File: src/hdl/ffba_pkg.sv
// Package for the first-fit block allocator: widths, status codes, request type codes.
// No dependencies.
`default_nettype none
package ffba_pkg;
	localparam int MAX_BLOCKS_DEF = 32;
	localparam int ADDR_BITS_DEF  = 16;
	localparam int SIZE_W         = 17;
	localparam int STAT_W         = 3;

	localparam logic [STAT_W-1:0] ST_OK       = 3'd0;
	localparam logic [STAT_W-1:0] ST_BAD_SIZE = 3'd1;
	localparam logic [STAT_W-1:0] ST_NO_FIT   = 3'd2;
	localparam logic [STAT_W-1:0] ST_OUTSIDE  = 3'd3;
	localparam logic [STAT_W-1:0] ST_NOT_ALLOC = 3'd4;
	localparam logic [STAT_W-1:0] ST_FULL     = 3'd5;

	localparam logic REQ_CLAIM = 1'b0;
	localparam logic REQ_FREE  = 1'b1;

	localparam logic CFG_REGION_START = 1'b0;
	localparam logic CFG_REGION_SIZE  = 1'b1;
endpackage
`default_nettype wire

File: src/hdl/ffba_if.sv
// Channel interfaces: request, result and configuration write channels.
// Depends on ffba_pkg.
`default_nettype none
interface ffba_req_if import ffba_pkg::*; ();
	logic              valid;
	logic              ready;
	logic              req_type;
	logic [SIZE_W-1:0] req_size;
	logic [15:0]       req_addr;
	modport source (output valid, req_type, req_size, req_addr, input ready);
	modport sink (input valid, req_type, req_size, req_addr, output ready);
endinterface

interface ffba_rsp_if import ffba_pkg::*; ();
	logic              valid;
	logic              ready;
	logic [STAT_W-1:0] status;
	logic [15:0]       block_addr;
	logic [SIZE_W-1:0] freed_size;
	modport source (output valid, status, block_addr, freed_size, input ready);
	modport sink (input valid, status, block_addr, freed_size, output ready);
endinterface

interface ffba_cfg_if import ffba_pkg::*; ();
	logic        valid;
	logic        ready;
	logic [7:0]  index;
	logic [31:0] data;
	modport source (output valid, index, data, input ready);
	modport sink (input valid, index, data, output ready);
endinterface
`default_nettype wire

File: src/hdl/ffba_table.sv
// One address-ordered table: a memory of start/length entries, one write and one
// registered read port per cycle. Depends on ffba_pkg.
`default_nettype none
module ffba_table import ffba_pkg::*; #(
	parameter int MAX_BLOCKS = MAX_BLOCKS_DEF,
	parameter int ADDR_BITS  = ADDR_BITS_DEF,
	localparam int IDX_W     = $clog2(MAX_BLOCKS)
) (
	input  wire logic                 clk,
	input  wire logic                 we,
	input  wire logic [IDX_W-1:0]     waddr,
	input  wire logic [ADDR_BITS-1:0] wstart,
	input  wire logic [ADDR_BITS:0]   wlen,
	input  wire logic [IDX_W-1:0]     raddr,
	output logic      [ADDR_BITS-1:0] rstart,
	output logic      [ADDR_BITS:0]   rlen
);
	logic [ADDR_BITS-1:0] start_mem [MAX_BLOCKS];
	logic [ADDR_BITS:0]   len_mem [MAX_BLOCKS];

	always_ff @(posedge clk) begin
		if (we) begin
			start_mem[waddr] <= wstart;
			len_mem[waddr]   <= wlen;
		end
		rstart <= start_mem[raddr];
		rlen   <= len_mem[raddr];
	end
endmodule
`default_nettype wire

File: src/hdl/first_fit_block_allocator.sv
// Top level of the first-fit allocator: sequencer, shared compare/add unit, two tables.
// Depends on ffba_pkg, ffba_if, ffba_table.
//
//  channel | dir | payload
//  req     | in  | req_type, req_size, req_addr
//  rsp     | out | status, block_addr, freed_size
//  cfg     | in  | index, data (0 region_start, 1 region_size)
//
// A request runs over up to two table scans and two table shifts; each shift step is one
// registered read then one write on the one-read, one-write table memories. A config
// write resets the counts and rewrites free entry 0. After reset release the block
// writes free entry 0 with the whole region before it takes a request.
// The result waits in an output register; the next request is taken once it is taken.
`default_nettype none
module first_fit_block_allocator import ffba_pkg::*; #(
	parameter int MAX_BLOCKS = MAX_BLOCKS_DEF,
	parameter int ADDR_BITS  = ADDR_BITS_DEF
) (
	input wire logic clk,
	input wire logic arst_n,
	ffba_req_if.sink   req,
	ffba_rsp_if.source rsp,
	ffba_cfg_if.sink   cfg
);
	localparam int IDX_W = $clog2(MAX_BLOCKS);
	localparam int CNT_W = $clog2(MAX_BLOCKS + 1);
	localparam int L_W   = ADDR_BITS + 1;
	localparam logic [CNT_W-1:0] CNT_MAX = CNT_W'(MAX_BLOCKS);
	localparam logic [CNT_W-1:0] CNT_ONE = CNT_W'(1);

	typedef enum logic [3:0] {
		S_IDLE, S_FSCAN_RD, S_FSCAN_CHK, S_USCAN_RD, S_USCAN_CHK,
		S_SH_RD, S_SH_WR, S_FIN_WR, S_FIN2_WR, S_RESP
	} state_t;

	// shift job descriptor: direction and bounds
	typedef struct packed {
		logic             up;    // 1: move entries toward higher index (insert)
		logic             tbl;   // 0 free table, 1 used table
		logic [CNT_W-1:0] j;
		logic [CNT_W-1:0] stop;
	} shift_t;

	state_t state_q;
	shift_t sh_q;
	logic [ADDR_BITS-1:0] rstart_q;
	logic [L_W-1:0] rsize_q;
	logic region_ok_q;
	logic [CNT_W-1:0] fcnt_q, ucnt_q, i_q, pos_q;
	logic type_q;
	logic [ADDR_BITS-1:0] addr_q;
	logic [L_W-1:0] size_q, len_q;
	logic [ADDR_BITS-1:0] prev_start_q;
	logic [L_W-1:0] prev_len_q;
	logic prev_q, jn_q, jp_q;
	logic [1:0] phase_q;   // claim: 0 free scan, 1 used scan; free: 0 used scan, 1 free scan
	logic [ADDR_BITS-1:0] cur_start_q, fit_start_q;
	logic [L_W-1:0] cur_len_q, fit_len_q;
	logic [STAT_W-1:0] st_q;
	logic [ADDR_BITS-1:0] baddr_q;
	logic [L_W-1:0] fsize_q;

	// table ports
	logic f_we, u_we;
	logic [IDX_W-1:0] f_wa, u_wa, f_ra, u_ra;
	logic [ADDR_BITS-1:0] f_ws, u_ws, f_rs, u_rs;
	logic [L_W-1:0] f_wl, u_wl, f_rl, u_rl;

	ffba_table #(.MAX_BLOCKS(MAX_BLOCKS), .ADDR_BITS(ADDR_BITS)) u_free (
		.clk, .we(f_we), .waddr(f_wa), .wstart(f_ws), .wlen(f_wl),
		.raddr(f_ra), .rstart(f_rs), .rlen(f_rl));
	ffba_table #(.MAX_BLOCKS(MAX_BLOCKS), .ADDR_BITS(ADDR_BITS)) u_used (
		.clk, .we(u_we), .waddr(u_wa), .wstart(u_ws), .wlen(u_wl),
		.raddr(u_ra), .rstart(u_rs), .rlen(u_rl));

	// shared adder/comparator
	logic [L_W:0] add_a, add_b, add_sum;
	assign add_sum = add_a + add_b;

	logic [L_W:0] region_end;
	assign region_end = {1'b0, {1'b0, rstart_q} + rsize_q};

	// a pending config write goes first
	assign req.ready = (state_q == S_IDLE) && !cfg.valid;
	assign cfg.ready = (state_q == S_IDLE);
	assign rsp.valid = (state_q == S_RESP);
	assign rsp.status = st_q;
	assign rsp.block_addr = 16'(baddr_q);
	assign rsp.freed_size = SIZE_W'(fsize_q);

	// read index: scans read at i_q, shift reads the neighbor
	always_comb begin
		f_ra = IDX_W'(i_q);
		u_ra = IDX_W'(i_q);
		if (state_q == S_SH_RD || state_q == S_SH_WR) begin
			f_ra = IDX_W'(sh_q.up ? sh_q.j - CNT_ONE : sh_q.j + CNT_ONE);
			u_ra = f_ra;
		end
	end

	// adder operand select and table writes
	always_comb begin
		add_a = '0;
		add_b = '0;
		f_we = 1'b0; u_we = 1'b0;
		f_wa = '0; u_wa = '0;
		f_ws = '0; u_ws = '0;
		f_wl = '0; u_wl = '0;
		case (state_q)
			S_FSCAN_CHK: begin
				if (type_q == REQ_FREE) begin
					add_a = {1'b0, 1'b0, prev_start_q};
					add_b = {1'b0, prev_len_q};
				end
			end
			S_SH_WR: begin
				if (sh_q.tbl) begin
					u_we = 1'b1; u_wa = IDX_W'(sh_q.j); u_ws = u_rs; u_wl = u_rl;
				end else begin
					f_we = 1'b1; f_wa = IDX_W'(sh_q.j); f_ws = f_rs; f_wl = f_rl;
				end
			end
			S_FIN_WR: begin
				if (phase_q == 2'd2) begin
					// removal shift done; nothing left to write
				end else if (type_q == REQ_CLAIM) begin
					u_we = 1'b1; u_wa = IDX_W'(pos_q); u_ws = fit_start_q; u_wl = size_q;
				end else if (!sh_q.tbl) begin
					add_a = {1'b0, len_q};
					f_we = 1'b1;
					if (jp_q && jn_q) begin
						add_b = {1'b0, prev_len_q} + {1'b0, cur_len_q};
						f_wa = IDX_W'(pos_q - CNT_ONE); f_ws = prev_start_q;
					end else if (jp_q) begin
						add_b = {1'b0, prev_len_q};
						f_wa = IDX_W'(pos_q - CNT_ONE); f_ws = prev_start_q;
					end else if (jn_q) begin
						add_b = {1'b0, cur_len_q};
						f_wa = IDX_W'(pos_q); f_ws = addr_q;
					end else begin
						f_wa = IDX_W'(pos_q); f_ws = addr_q;
					end
					f_wl = L_W'(add_sum);
				end
			end
			S_FIN2_WR: begin
				// claim with remainder: shrink the fit entry in place; on a rebuild, write free entry 0
				add_a = {1'b0, 1'b0, fit_start_q};
				add_b = {1'b0, size_q};
				f_we = 1'b1; f_wa = IDX_W'(i_q);
				f_ws = ADDR_BITS'(add_sum);
				f_wl = fit_len_q - size_q;
			end
			default: ;
		endcase
	end

	always_ff @(posedge clk or negedge arst_n) begin
		if (!arst_n) begin
			// first cycles after reset write free entry 0 with the whole region
			state_q <= S_SH_RD;
			rstart_q <= '0;
			rsize_q <= L_W'(1) << ADDR_BITS;
			region_ok_q <= 1'b1;
			fcnt_q <= CNT_ONE;
			ucnt_q <= '0;
			i_q <= '0; pos_q <= '0; phase_q <= 2'd3;
			sh_q <= '0;
			st_q <= ST_OK;
			fit_start_q <= '0;
			fit_len_q <= L_W'(1) << ADDR_BITS;
			size_q <= '0;
		end else begin
			case (state_q)
				S_IDLE: begin
					if (cfg.valid && cfg.index <= 8'(CFG_REGION_SIZE)) begin
						logic [ADDR_BITS-1:0] ns;
						logic [L_W-1:0] nz;
						logic [L_W:0] e;
						ns = (cfg.index == 8'(CFG_REGION_START))
							? ADDR_BITS'(cfg.data[15:0]) : rstart_q;
						nz = (cfg.index == 8'(CFG_REGION_SIZE))
							? L_W'(cfg.data[16:0]) : rsize_q;
						e = {2'b0, ns} + {1'b0, nz};
						rstart_q <= ns;
						rsize_q <= nz;
						region_ok_q <= (nz != '0) && (e <= ((L_W+1)'(1) << ADDR_BITS));
						fcnt_q <= ((nz != '0) && (e <= ((L_W+1)'(1) << ADDR_BITS)))
							? CNT_ONE : '0;
						ucnt_q <= '0;
						state_q <= S_SH_RD;  // write entry 0 of free table next
						sh_q <= '0;
						i_q <= '0;
						fit_start_q <= ns; fit_len_q <= nz; size_q <= '0;
						type_q <= REQ_CLAIM;
						phase_q <= 2'd3;     // marks the rebuild write
					end else if (req.valid && !cfg.valid) begin
						type_q <= req.req_type;
						size_q <= L_W'(req.req_size);
						addr_q <= ADDR_BITS'(req.req_addr);
						baddr_q <= '0; fsize_q <= '0;
						i_q <= '0; phase_q <= '0; prev_q <= 1'b0;
						if (!region_ok_q) begin
							st_q <= ST_OUTSIDE; state_q <= S_RESP;
						end else if (req.req_type == REQ_CLAIM) begin
							if (req.req_size == '0 || L_W'(req.req_size) > rsize_q) begin
								st_q <= ST_BAD_SIZE; state_q <= S_RESP;
							end else begin
								state_q <= S_FSCAN_RD;
							end
						end else begin
							if ({1'b0, L_W'(req.req_addr)} < {1'b0, L_W'(rstart_q)} ||
								{2'b0, L_W'(req.req_addr)} >= {1'b0, region_end}) begin
								st_q <= ST_OUTSIDE; state_q <= S_RESP;
							end else begin
								state_q <= S_USCAN_RD;
							end
						end
					end
				end
				S_FSCAN_RD: begin
					// free table scan; for claim find fit, for free find pos
					if (i_q >= fcnt_q) begin
						if (type_q == REQ_CLAIM) begin
							st_q <= ST_NO_FIT; state_q <= S_RESP;
						end else begin
							pos_q <= i_q; jn_q <= 1'b0;
							jp_q <= 1'b0;
							state_q <= S_FSCAN_CHK;
						end
					end else begin
						state_q <= S_FSCAN_CHK;
					end
				end
				S_FSCAN_CHK: begin
					if (type_q == REQ_CLAIM) begin
						if (f_rl >= size_q) begin
							if (ucnt_q >= CNT_MAX) begin
								st_q <= ST_FULL; state_q <= S_RESP;
							end else begin
								fit_start_q <= f_rs; fit_len_q <= f_rl;
								pos_q <= i_q;  // fit index kept in pos until used scan
								phase_q <= 2'd1;
								i_q <= '0;
								state_q <= S_USCAN_RD;
							end
						end else begin
							i_q <= i_q + CNT_ONE; state_q <= S_FSCAN_RD;
						end
					end else begin
						if (i_q < fcnt_q && f_rs < addr_q) begin
							prev_q <= 1'b1; prev_start_q <= f_rs; prev_len_q <= f_rl;
							i_q <= i_q + CNT_ONE; state_q <= S_FSCAN_RD;
						end else begin
							logic p, n;
							p = prev_q && (add_sum == {2'b0, L_W'(addr_q)});
							n = (i_q < fcnt_q) &&
								({2'b0, L_W'(addr_q)} + {1'b0, len_q} == {2'b0, L_W'(f_rs)});
							pos_q <= i_q; jp_q <= p; jn_q <= n;
							cur_len_q <= f_rl;
							if (!p && !n && fcnt_q >= CNT_MAX) begin
								st_q <= ST_FULL; state_q <= S_RESP;
							end else begin
								// remove used entry i (kept in fit_start_q idx slot)
								sh_q <= '{up: 1'b0, tbl: 1'b1,
									j: CNT_W'(fit_start_q), stop: ucnt_q - CNT_ONE};
								state_q <= S_SH_RD;
							end
						end
					end
				end
				S_USCAN_RD: begin
					if (i_q >= ucnt_q) begin
						if (type_q == REQ_FREE) begin
							st_q <= ST_NOT_ALLOC; state_q <= S_RESP;
						end else begin
							state_q <= S_USCAN_CHK;
						end
					end else begin
						state_q <= S_USCAN_CHK;
					end
				end
				S_USCAN_CHK: begin
					if (type_q == REQ_FREE) begin
						if (u_rs == addr_q) begin
							len_q <= u_rl;
							fit_start_q <= ADDR_BITS'(i_q);  // used index to remove
							i_q <= '0; phase_q <= 2'd1;
							state_q <= S_FSCAN_RD;
						end else begin
							i_q <= i_q + CNT_ONE; state_q <= S_USCAN_RD;
						end
					end else if (i_q < ucnt_q && u_rs < fit_start_q) begin
						i_q <= i_q + CNT_ONE; state_q <= S_USCAN_RD;
					end else begin
						// insert slot found at i_q; fit index in pos_q
						sh_q <= '{up: 1'b1, tbl: 1'b1, j: ucnt_q, stop: i_q};
						cur_len_q <= L_W'(pos_q);
						pos_q <= i_q;
						state_q <= S_SH_RD;
					end
				end
				S_SH_RD: begin
					if (phase_q == 2'd3) begin
						state_q <= S_FIN2_WR;
					end else if (sh_q.up ? (sh_q.j <= sh_q.stop) : (sh_q.j >= sh_q.stop)) begin
						state_q <= S_FIN_WR;
					end else begin
						state_q <= S_SH_WR;
					end
				end
				S_SH_WR: begin
					sh_q.j <= sh_q.up ? sh_q.j - CNT_ONE : sh_q.j + CNT_ONE;
					state_q <= S_SH_RD;
				end
				S_FIN_WR: begin
					if (type_q == REQ_CLAIM) begin
						if (sh_q.tbl) begin
							// used entry written; now fix free table
							ucnt_q <= ucnt_q + CNT_ONE;
							i_q <= CNT_W'(cur_len_q);
							baddr_q <= fit_start_q;
							st_q <= ST_OK;
							if (fit_len_q > size_q) begin
								state_q <= S_FIN2_WR;
							end else begin
								sh_q <= '{up: 1'b0, tbl: 1'b0, j: CNT_W'(cur_len_q),
									stop: fcnt_q - CNT_ONE};
								fcnt_q <= fcnt_q - CNT_ONE;
								type_q <= REQ_FREE;   // reuse: shift-only pass
								phase_q <= 2'd2;
								state_q <= S_SH_RD;
							end
						end
					end else if (phase_q == 2'd2) begin
						// plain removal shift finished
						state_q <= S_RESP;
					end else if (sh_q.tbl) begin
						ucnt_q <= ucnt_q - CNT_ONE;
						if (!jp_q && !jn_q) begin
							sh_q <= '{up: 1'b1, tbl: 1'b0, j: fcnt_q, stop: pos_q};
							fcnt_q <= fcnt_q + CNT_ONE;
							state_q <= S_SH_RD;
						end else begin
							state_q <= S_FIN_WR;
							sh_q.tbl <= 1'b0;
							sh_q.j <= pos_q; sh_q.stop <= pos_q;
						end
					end else begin
						st_q <= ST_OK;
						fsize_q <= len_q;
						if (jp_q && jn_q) begin
							sh_q <= '{up: 1'b0, tbl: 1'b0, j: pos_q, stop: fcnt_q - CNT_ONE};
							fcnt_q <= fcnt_q - CNT_ONE;
							phase_q <= 2'd2;
							state_q <= S_SH_RD;
						end else begin
							state_q <= S_RESP;
						end
					end
				end
				S_FIN2_WR: begin
					state_q <= (phase_q == 2'd3) ? S_IDLE : S_RESP;
				end
				S_RESP: begin
					if (rsp.ready) state_q <= S_IDLE;
				end
				default: state_q <= S_IDLE;
			endcase
		end
	end

	assert property (@(posedge clk) disable iff (!arst_n) ucnt_q <= CNT_MAX)
		else $error("used count overflow");
	assert property (@(posedge clk) disable iff (!arst_n) fcnt_q <= CNT_MAX)
		else $error("free count overflow");
	assert property (@(posedge clk) disable iff (!arst_n)
		(state_q == S_RESP && st_q != ST_OK) |-> (baddr_q == '0 && fsize_q == '0))
		else $error("payload on error response");
	assert property (@(posedge clk) disable iff (!arst_n)
		(rsp.valid && !rsp.ready) |=> rsp.valid)
		else $error("response dropped");
endmodule
`default_nettype wire

File: src/flat_wrapper.sv
// flat-port wrapper written by rule: the top's interface ports become plain ports
module first_fit_block_allocator_flat import ffba_pkg::*;
#(
	parameter int MAX_BLOCKS = MAX_BLOCKS_DEF,
	parameter int ADDR_BITS  = ADDR_BITS_DEF
)
  (clk, arst_n, req_valid, req_req_type, req_req_size, req_req_addr, req_ready, rsp_valid, rsp_status, rsp_block_addr, rsp_freed_size, rsp_ready, cfg_valid, cfg_index, cfg_data, cfg_ready);
  ffba_req_if req_i ();
  ffba_rsp_if rsp_i ();
  ffba_cfg_if cfg_i ();
  input wire logic clk;
  input wire logic arst_n;
  input wire logic [$bits(req_i.valid)-1:0] req_valid;
  input wire logic [$bits(req_i.req_type)-1:0] req_req_type;
  input wire logic [$bits(req_i.req_size)-1:0] req_req_size;
  input wire logic [$bits(req_i.req_addr)-1:0] req_req_addr;
  output wire logic [$bits(req_i.ready)-1:0] req_ready;
  output wire logic [$bits(rsp_i.valid)-1:0] rsp_valid;
  output wire logic [$bits(rsp_i.status)-1:0] rsp_status;
  output wire logic [$bits(rsp_i.block_addr)-1:0] rsp_block_addr;
  output wire logic [$bits(rsp_i.freed_size)-1:0] rsp_freed_size;
  input wire logic [$bits(rsp_i.ready)-1:0] rsp_ready;
  input wire logic [$bits(cfg_i.valid)-1:0] cfg_valid;
  input wire logic [$bits(cfg_i.index)-1:0] cfg_index;
  input wire logic [$bits(cfg_i.data)-1:0] cfg_data;
  output wire logic [$bits(cfg_i.ready)-1:0] cfg_ready;
  assign req_i.valid = req_valid;
  assign req_i.req_type = req_req_type;
  assign req_i.req_size = req_req_size;
  assign req_i.req_addr = req_req_addr;
  assign req_ready = req_i.ready;
  assign rsp_valid = rsp_i.valid;
  assign rsp_status = rsp_i.status;
  assign rsp_block_addr = rsp_i.block_addr;
  assign rsp_freed_size = rsp_i.freed_size;
  assign rsp_i.ready = rsp_ready;
  assign cfg_i.valid = cfg_valid;
  assign cfg_i.index = cfg_index;
  assign cfg_i.data = cfg_data;
  assign cfg_ready = cfg_i.ready;
  first_fit_block_allocator #(.MAX_BLOCKS(MAX_BLOCKS), .ADDR_BITS(ADDR_BITS)) u_core (.clk(clk), .arst_n(arst_n), .req(req_i), .rsp(rsp_i), .cfg(cfg_i));
endmodule
File: config.mk
export PLATFORM = sky130hd
export DESIGN_NAME = first_fit_block_allocator_flat
export DESIGN_NICKNAME = d
export VERILOG_FILES = /design/src/hdl/ffba_pkg.sv /design/src/hdl/ffba_if.sv /design/src/hdl/ffba_table.sv /design/src/hdl/first_fit_block_allocator.sv /design/src/flat_wrapper.sv
export SDC_FILE = /design/constraint.sdc
export NUM_CORES = 2
export LEC_CHECK = 0
export BUFFER_PORTS_ARGS = -buffer_cell sky130_fd_sc_hd__buf_4
export CELL_PAD_IN_SITES_DETAIL_PLACEMENT = 1
export CELL_PAD_IN_SITES_GLOBAL_PLACEMENT = 2
export CORE_UTILIZATION = 52
export DETAILED_ROUTE_END_ITERATION = 6
export GPL_TIMING_DRIVEN = 0
export HOLD_SLACK_MARGIN = 0.06
export PLACE_DENSITY_LB_ADDON = 0.1
export SLEW_MARGIN = 10
export SYNTH_ARGS = -nofsm -noshare
export SYNTH_HDL_FRONTEND = slang
export SYNTH_SLANG_ARGS = --single-unit
File: constraint.sdc
create_clock -name clk -period 13.6 [get_ports clk]
set_clock_uncertainty 0.2 [all_clocks]
set_input_delay 2.04 -clock clk [delete_from_list [all_inputs] [get_ports clk]]
set_output_delay 2.04 -clock clk [all_outputs]
set_load 0.05 [all_outputs]
Word-level counts from Yosys, hierarchy flattened
Memories as Yosys holds them, arrays and structs flattened. A register that Yosys moved wholly into a read port is not among the register bits.
Cells that the tools add are included.
{"block": "word_totals", "ramBits": 2112, "memories": 4, "regBits": 251, "elab_cells": 408}
{"block": "classes", "n_reduce_logical": 58, "n_eq_ne": 58, "n_addsub": 14, "n_bitwise": 1, "muxes": 228, "order_cmp": 17}
{"memory": "u_core.u_free.len_mem", "words": 32, "word_bits": 17, "read_ports": 1, "rd_clocked_by_memory_dff": 1, "wr": 1, "line_no": "ffba_table.sv:19", "source": "logic [ADDR_BITS:0] len_mem [MAX_BLOCKS];"}
{"memory": "u_core.u_used.len_mem", "words": 32, "word_bits": 17, "read_ports": 1, "rd_clocked_by_memory_dff": 1, "wr": 1, "line_no": "ffba_table.sv:19"}
{"memory": "u_core.u_free.start_mem", "words": 32, "word_bits": 16, "read_ports": 1, "rd_clocked_by_memory_dff": 1, "wr": 1, "line_no": "ffba_table.sv:18", "source": "logic [ADDR_BITS-1:0] start_mem [MAX_BLOCKS];"}
{"memory": "u_core.u_used.start_mem", "words": 32, "word_bits": 16, "read_ports": 1, "rd_clocked_by_memory_dff": 1, "wr": 1, "line_no": "ffba_table.sv:18"}
{"operator": "2-to-1 mux 17 bit", "n": 26}
{"operator": "2-to-1 mux 16 bit", "n": 21}
{"operator": "2-to-1 mux 6 bit", "n": 33}
{"operator": "2-to-1 mux 14 bit", "n": 12}
{"operator": "case mux 17 bit (2 select lines)", "n": 4}
{"operator": "2-to-1 mux 18 bit", "n": 7}
{"operator": "case mux 18 bit (3 select lines)", "n": 2}
{"operator": "2-to-1 mux 4 bit", "n": 25}
{"operator": "case mux 16 bit (3 select lines)", "n": 2}
{"operator": "case mux 16 bit (2 select lines)", "n": 2}
{"operator": "2-to-1 mux 3 bit", "n": 20}
{"operator": "case mux 17 bit (3 select lines)", "n": 1}
{"operator": "2-to-1 mux 5 bit", "n": 10}
{"operator": "< comparator 16 bit", "n": 3}
{"operator": "case mux 6 bit (4 select lines)", "n": 2}
{"operator": "case mux 4 bit (10 select lines)", "n": 1}
{"operator": "adder 16 x 17 -> 18 bit", "n": 2}
{"operator": "> comparator 17 bit", "n": 2}
{"operator": "2-to-1 mux 2 bit", "n": 15}
{"operator": "case mux 6 bit (5 select lines)", "n": 1}
{"operator": "2-to-1 mux 1 bit", "n": 29}
{"operator": "inequality test 2 x 1 -> 1 bit (second input constant)", "n": 14}
{"operator": "AND reduction 7 bit", "n": 4}
{"operator": "adder 6 x 1 -> 6 bit (second input constant)", "n": 4}
{"operator": "other kinds (59)", "n": 134}

Logic depth before layout (Yosys ltp)
{"block": "depth", "word_depth": 17, "mapped_depth": 26, "depth_no_buf": 26}

By module
From an unflattened synthesis, not the netlist that was laid out.
{"block": "unflattened", "hier_cells": 7302, "hier_area_um2": 105967.9}
{"module": "ffba_table", "seq_area_each_um2": 32371.0, "n_inst": 2, "area_each_um2": 41813.9, "cells_each": 2332}
{"module": "first_fit_block_allocator", "seq_area_each_um2": 6891.6, "n_inst": 1, "area_each_um2": 22340.2, "cells_each": 2638}

Least setup slack after synthesis
No wires, ideal clock.
{"block": "synth_path", "path_kind": "input-to-reg", "start": "input port cfg_index[5]", "end": "register u_core.fcnt_q[0]", "arrival_time_ps": 6662, "t_required_ps": 13340, "setup_ps": 60, "setup_slack_ps": 6678, "path_stages": 18, "cell_sequence": "or4_1 > nor4_1 > nor2b_1 > clkbuf_1 > mux2i_1 > inv_1 > ha_1 > a21o_1 > a21oi_1 > o21ai_0 > a2111oi_0 > o21ai_0 > a311oi_1 > o21ba_2 > o21ai_0 > a211o_1 > a22oi_1 > a211o_1"}
{"block": "synth_between", "elab_chain_cells": 8}
{"item": "from (decl)", "line_no": "flat_wrapper.sv:24", "source": "input wire logic [$bits(cfg_i.index)-1:0] cfg_index;"}
{"item": "equality test 8 x 1 -> 1 bit / zero test 8 bit (equally long branches)", "line_no": "first_fit_block_allocator.sv:182, first_fit_block_allocator.sv:180"}
{"item": "2-to-1 mux 17 bit / 2-to-1 mux 16 bit (equally long branches)", "line_no": "first_fit_block_allocator.sv:183, first_fit_block_allocator.sv:181"}
{"item": "adder 16 x 17 -> 18 bit", "line_no": "first_fit_block_allocator.sv:184", "source": "e = {2'b0, ns} + {1'b0, nz};"}
{"item": "<= comparator 18 x 17 -> 1 bit", "line_no": "first_fit_block_allocator.sv:188", "source": "fcnt_q <= ((nz != '0) && (e <= ((L_W+1)'(1) << ADDR_BITS)))"}
{"item": "logical AND 1 bit", "line_no": "first_fit_block_allocator.sv:188"}
{"item": "2-to-1 mux 1 bit", "line_no": "first_fit_block_allocator.sv:189", "source": "? CNT_ONE : '0;"}
{"item": "2-to-1 mux 6 bit", "line_no": "first_fit_block_allocator.sv:176", "source": "if (cfg.valid && cfg.index <= 8'(CFG_REGION_SIZE)) begin"}
{"item": "case mux 6 bit (2 select lines)", "line_no": "first_fit_block_allocator.sv:174", "source": "case (state_q)"}
{"item": "to (signal assigned)", "line_no": "first_fit_block_allocator.sv:188"}
{"item": "to (signal assigned)", "line_no": "first_fit_block_allocator.sv:329", "source": "fcnt_q <= fcnt_q - CNT_ONE;"}
{"item": "to (signal assigned)", "line_no": "first_fit_block_allocator.sv:342", "source": "fcnt_q <= fcnt_q + CNT_ONE;"}
{"item": "to (decl)", "line_no": "first_fit_block_allocator.sv:49", "source": "logic [CNT_W-1:0] fcnt_q, ucnt_q, i_q, pos_q;"}
Several ways; a longest one is shown, not always the timed one. The select of a mux whose other input is x is not followed.
A chain may end at the register's enable or synchronous reset.

Worst setup path after layout
{"block": "layout_path", "start": "register u_core.type_q", "end": "register u_core.st_q[1], in the netlist u_core.rsp.status[1]"}
{"block": "layout_between", "elab_chain_cells": 11}
{"item": "from (decl)", "line_no": "first_fit_block_allocator.sv:50", "source": "logic type_q;"}
{"item": "from (signal assigned)", "line_no": "first_fit_block_allocator.sv:198", "source": "type_q <= req.req_type;"}
{"item": "2-to-1 mux 18 bit", "line_no": "first_fit_block_allocator.sv:126", "source": "end else if (type_q == REQ_CLAIM) begin"}
{"item": "2-to-1 mux 18 bit", "line_no": "first_fit_block_allocator.sv:124", "source": "if (phase_q == 2'd2) begin"}
{"item": "case mux 18 bit (3 select lines)", "line_no": "first_fit_block_allocator.sv:109", "source": "case (state_q)"}
{"item": "adder 18 bit", "line_no": "first_fit_block_allocator.sv:78", "source": "assign add_sum = add_a + add_b;"}
{"item": "equality test 18 x 16 -> 1 bit", "line_no": "first_fit_block_allocator.sv:256", "source": "p = prev_q && (add_sum == {2'b0, L_W'(addr_q)});"}
{"item": "logical AND 1 bit", "line_no": "first_fit_block_allocator.sv:256"}
{"item": "zero test 1 bit", "line_no": "first_fit_block_allocator.sv:261", "source": "if (!p && !n && fcnt_q >= CNT_MAX) begin"}
{"item": "logical AND 1 bit (2 in series)", "line_no": "first_fit_block_allocator.sv:261"}
{"item": "inequality test 3 bit (no source line)"}
{"item": "AND reduction 16 bit (no source line)"}
{"item": "to (signal assigned)", "line_no": "first_fit_block_allocator.sv:262", "source": "st_q <= ST_FULL; state_q <= S_RESP;"}
{"item": "to (signal assigned)", "line_no": "first_fit_block_allocator.sv:275", "source": "st_q <= ST_NOT_ALLOC; state_q <= S_RESP;"}
{"item": "to (signal assigned)", "line_no": "first_fit_block_allocator.sv:323", "source": "st_q <= ST_OK;"}
{"item": "to (decl)", "line_no": "first_fit_block_allocator.sv:59", "source": "logic [STAT_W-1:0] st_q;"}
Several ways; a longest one is shown, not always the timed one.

==> flow_summary_export.csv <==
group,metric,value,unit
timing,setup_viol,0,
critical_path,cp-start-kind,"register",
critical_path,end_kind,"register",
global_routing,antenna_found_initial,18,
synthesis,ys_warn_count,0,
global_routing,busiest_layer,"met2",
layout,final_common_cell,"edfxtp_1",
detailed_routing,drt_iter0_markers,8120,
die,initial_utilization,0.526,
layout,drive_above_1_share,0.219,
synthesis,netlist_area,104000,µm²
detailed_routing,route.detailed.drc,0,
detailed_routing,num_vias,62000,
timing,fin_crit_sh,0.678,
timing,hold_violations,0,
die,die_area,202000,µm²
timing,worst_pin_slew,1.41,ns
critical_path,critical_path_buf_inv_count,5,
cts,cts_sinks,2429,
detailed_routing,drt-vias-per-instance,6.59,
cts,clockBufferDepth,3,
power_and_ir_drop,ir_worst_vdd,0.140,mV
cts,clock_latency,0.93,ns
cts,cts_buffers,241,
critical_path,slowest_delay,1.02,ns
timing,rsz0062_at_grt,"no",
layout,layout_common_cells,"edfxtp_1, mux4_2, o21ai_0, nand2_1, clkbuf_16",
cts,hold_buffers,0,
synthesis,syn_area_per_cell,17.1,µm²
global_routing,grt_max_degree,73,
place,port_buffers,102,
detailed_routing,ant_nets,0,
synthesis,async_flop_share,0.0539,
layout,nets,6866,
critical_path,crit_path_max_fanout,10,
timing,drv_slew,0,
die,die_w,450,µm
critical_path,cpLargestDelayFamily,"compound AO/OA/AOI/OAI gates",
die,core-area,198000,µm²
power_and_ir_drop,p_leak,38.8,nW
place,gp_congestion,0.978,
global_routing,gr-total-overflow,0,
die,rows,163,
die,ios,118,
detailed_routing,routed_wl,358000,µm
outcome,status,"completed",
critical_path,critPathKind,"register to register",
cts,cts-root-buf,"clkbuf_16",
global_routing,grt_pass1_vias,63800,
run,drv_cap,0,
layout,utilization,0.604,
layout,syn2layout_area_growth,14.9,%
synthesis,syn_inst,6084,
timing,slew_headroom,0.0626,
place,dp_hpwl,259000,µm
critical_path,crit_path_frequent_cell,"clkbuf_1",
cts,clkTransAtPathRegs,0.06,ns
global_routing,grt_pass1_wl,498000,µm
global_routing,use_met3,0.0628,
synthesis,yosysUniqueCellTypes,92,
global_routing,grt_usage,0.355,
critical_path,crit_path_top_delay_cell,"nor2_1",
timing,layout_min_cycle_time,9.22,ns
cts,cts_tree,"yes",
timing,fmax,108,MHz
synthesis,synth_nets,6401,
synthesis,ys.flop_type,"edfxtp_1",
detailed_routing,first_pass_iters,6,
synthesis,ys_seq_elements,2429,
global_routing,met1_usage,0.481,
cts,cts_max_level,4,
critical_path,critical_path_required,14.13,ns
cts,cts-resized-gates,0,
critical_path,critical_path.cell_chain,"clkbuf_1 > clkinv_1 > nor3_1 > inv_1 > nor2_1 > clkbuf_1 > a22oi_1 > o21ai_0 > ha_1 > clkbuf_1 > a21oi_1 > o211ai_1 > a221oi_2 > o21ai_1 > xor2_1 > xnor2_1 > nand4_1 > o311ai_4 > a21oi_1 > o21ai_2 > mux2_2",
synthesis,synth-edff-count,2232,
detailed_routing,wire_per_inst,38.1,µm
worst_hold_path,hp-class,"register to register",
die,die_y,450,µm
synthesis,seq_area_frac_synth,0.687,
power_and_ir_drop,power_density,183,nW/µm²
cts,post_cts_buffers,0,
global_routing,met2_usage,0.569,
critical_path,arrival,9.75,ns
timing,finalSetupTns,0,ns
[sequential cells by signal, summed over array words and instances (netlist names), 512 cells and up]
register / count
u_core.u_free.len_mem: 544
u_core.u_free.start_mem: 512
u_core.u_used.start_mem: 512
u_core.u_used.len_mem: 544
[routing by layer]
layer,up-vias,part of all wire
li1,25400,-
met1,32800,0.39
met2,3203,0.48
met3,682,0.083
met4,8,0.049
met5,-,0.00016
[per-stage QoR]
step | instance area (µm²) | total power [mW] | cells | setup WS, ns | hold WS (ns)
floorplan | 104000 | 12.4 | 6084 | 6.68 | 0.209
global placement | 108000 | 14.7 | 8826 | 3.86 | 0.214
detailed placement | 111000 | 15.0 | 8944 | 4.07 | 0.221
CTS | 120000 | 21.9 | 9406 | 4.72 | 0.219
global route | 120000 | 22.5 | 9409 | 4.32 | 0.230
finish | 120000 | 21.9 | 9413 | 4.38 | 0.222
[worst paths after layout]
| path | slack, ns | from | depth (start not counted) | to |
|---|---|---|---|---|
| min | 0.22 | u_core.u_used.rlen[0]$_DFF_P_ | 0 | u_core.len_q[0]$_DFFE_PP_ |
| min in group asynchronous | 0.94 | arst_n | 1 | u_core.fit_start_q[8]$_DFFE_PN0P_ |
| min reg2reg | 0.22 | u_core.u_used.rlen[0]$_DFF_P_ | 0 | u_core.len_q[0]$_DFFE_PP_ |
| max | 4.38 | u_core.type_q$_DFFE_PP_ | 21 | u_core.rsp.status[1]$_DFFE_PN0P_ |
| max reg2reg | 4.38 | u_core.type_q$_DFFE_PP_ | 21 | u_core.rsp.status[1]$_DFFE_PN0P_ |
| max in group asynchronous | 11.45 | arst_n | 2 | u_core.rsize_q[16]$_DFFE_PN1P_ |
[synthesized netlist by cell type (all sizes together) (12+ instances only)]
cell type     n  area [µm²]
edfxtp     2232       67000
mux4        528       11900
nor2        301        1130
o21ai       297        1500
nand2       259         972
a21oi       231        1160
ha          231        2890
mux2i       220        2200
clkbuf      188         706
inv         185         694
mux2        159        1810
dfrtp       123        3080
buf         112         494
xnor2        88         771
o211ai       82         616
a22oi        77         578
nand3        77         385
dfxtp        66        1320
a21o         63         473
and2         39         246
nor3         39         195
a22o         38         333
xor2         37         324
nor2b        32         200
nand4        31         194
nor4         26         169
nand2b       22         138
o221ai       22         193
a31oi        21         131
a211oi       20         155
o21a         18         135
and3         17         111
a221oi       16         146
o21bai       14         105
or3          14        87.6
a221o        12         120
[layout make-up]
class / count / area, µm²
fill: 17400 / 78400
tap: 2640 / 3300
buffer: 300 / 1220
clock buffer: 302 / 6410
multi-input combinational: 3169 / 31500
timing repair buffer: 222 / 3150
sequential: 2429 / 71600
inverter: 186 / 698
clock inverter: 160 / 1880
antenna: 5 / 12.5
[report_power, final]
part	total (mW)	switching [mW]	leakage (nW)	internal (mW)
clock	7.00	2.97	4.02	4.03
sequential	9.19	0.504	20.3	8.69
combinational	5.73	3.67	14.4	2.06
total	21.9	7.14	38.8	14.8
[cell families (layout without fill, tap and decap cells)]
family	after synthesis	in the layout	share of synthesized area
flip-flops	2429	2429	0.687
AO/OA/AOI/OAI	1011	1011	0.0629
multiplexers	907	907	0.152
AND/OR/NAND/NOR	883	883	0.0387
buffers and inverters	486	1170	0.0182
adder cells (fa/ha/maj)	238	238	0.0291
XOR/XNOR	130	130	0.0116
other	0	5	0
Power figures use the tool's default switching activity.
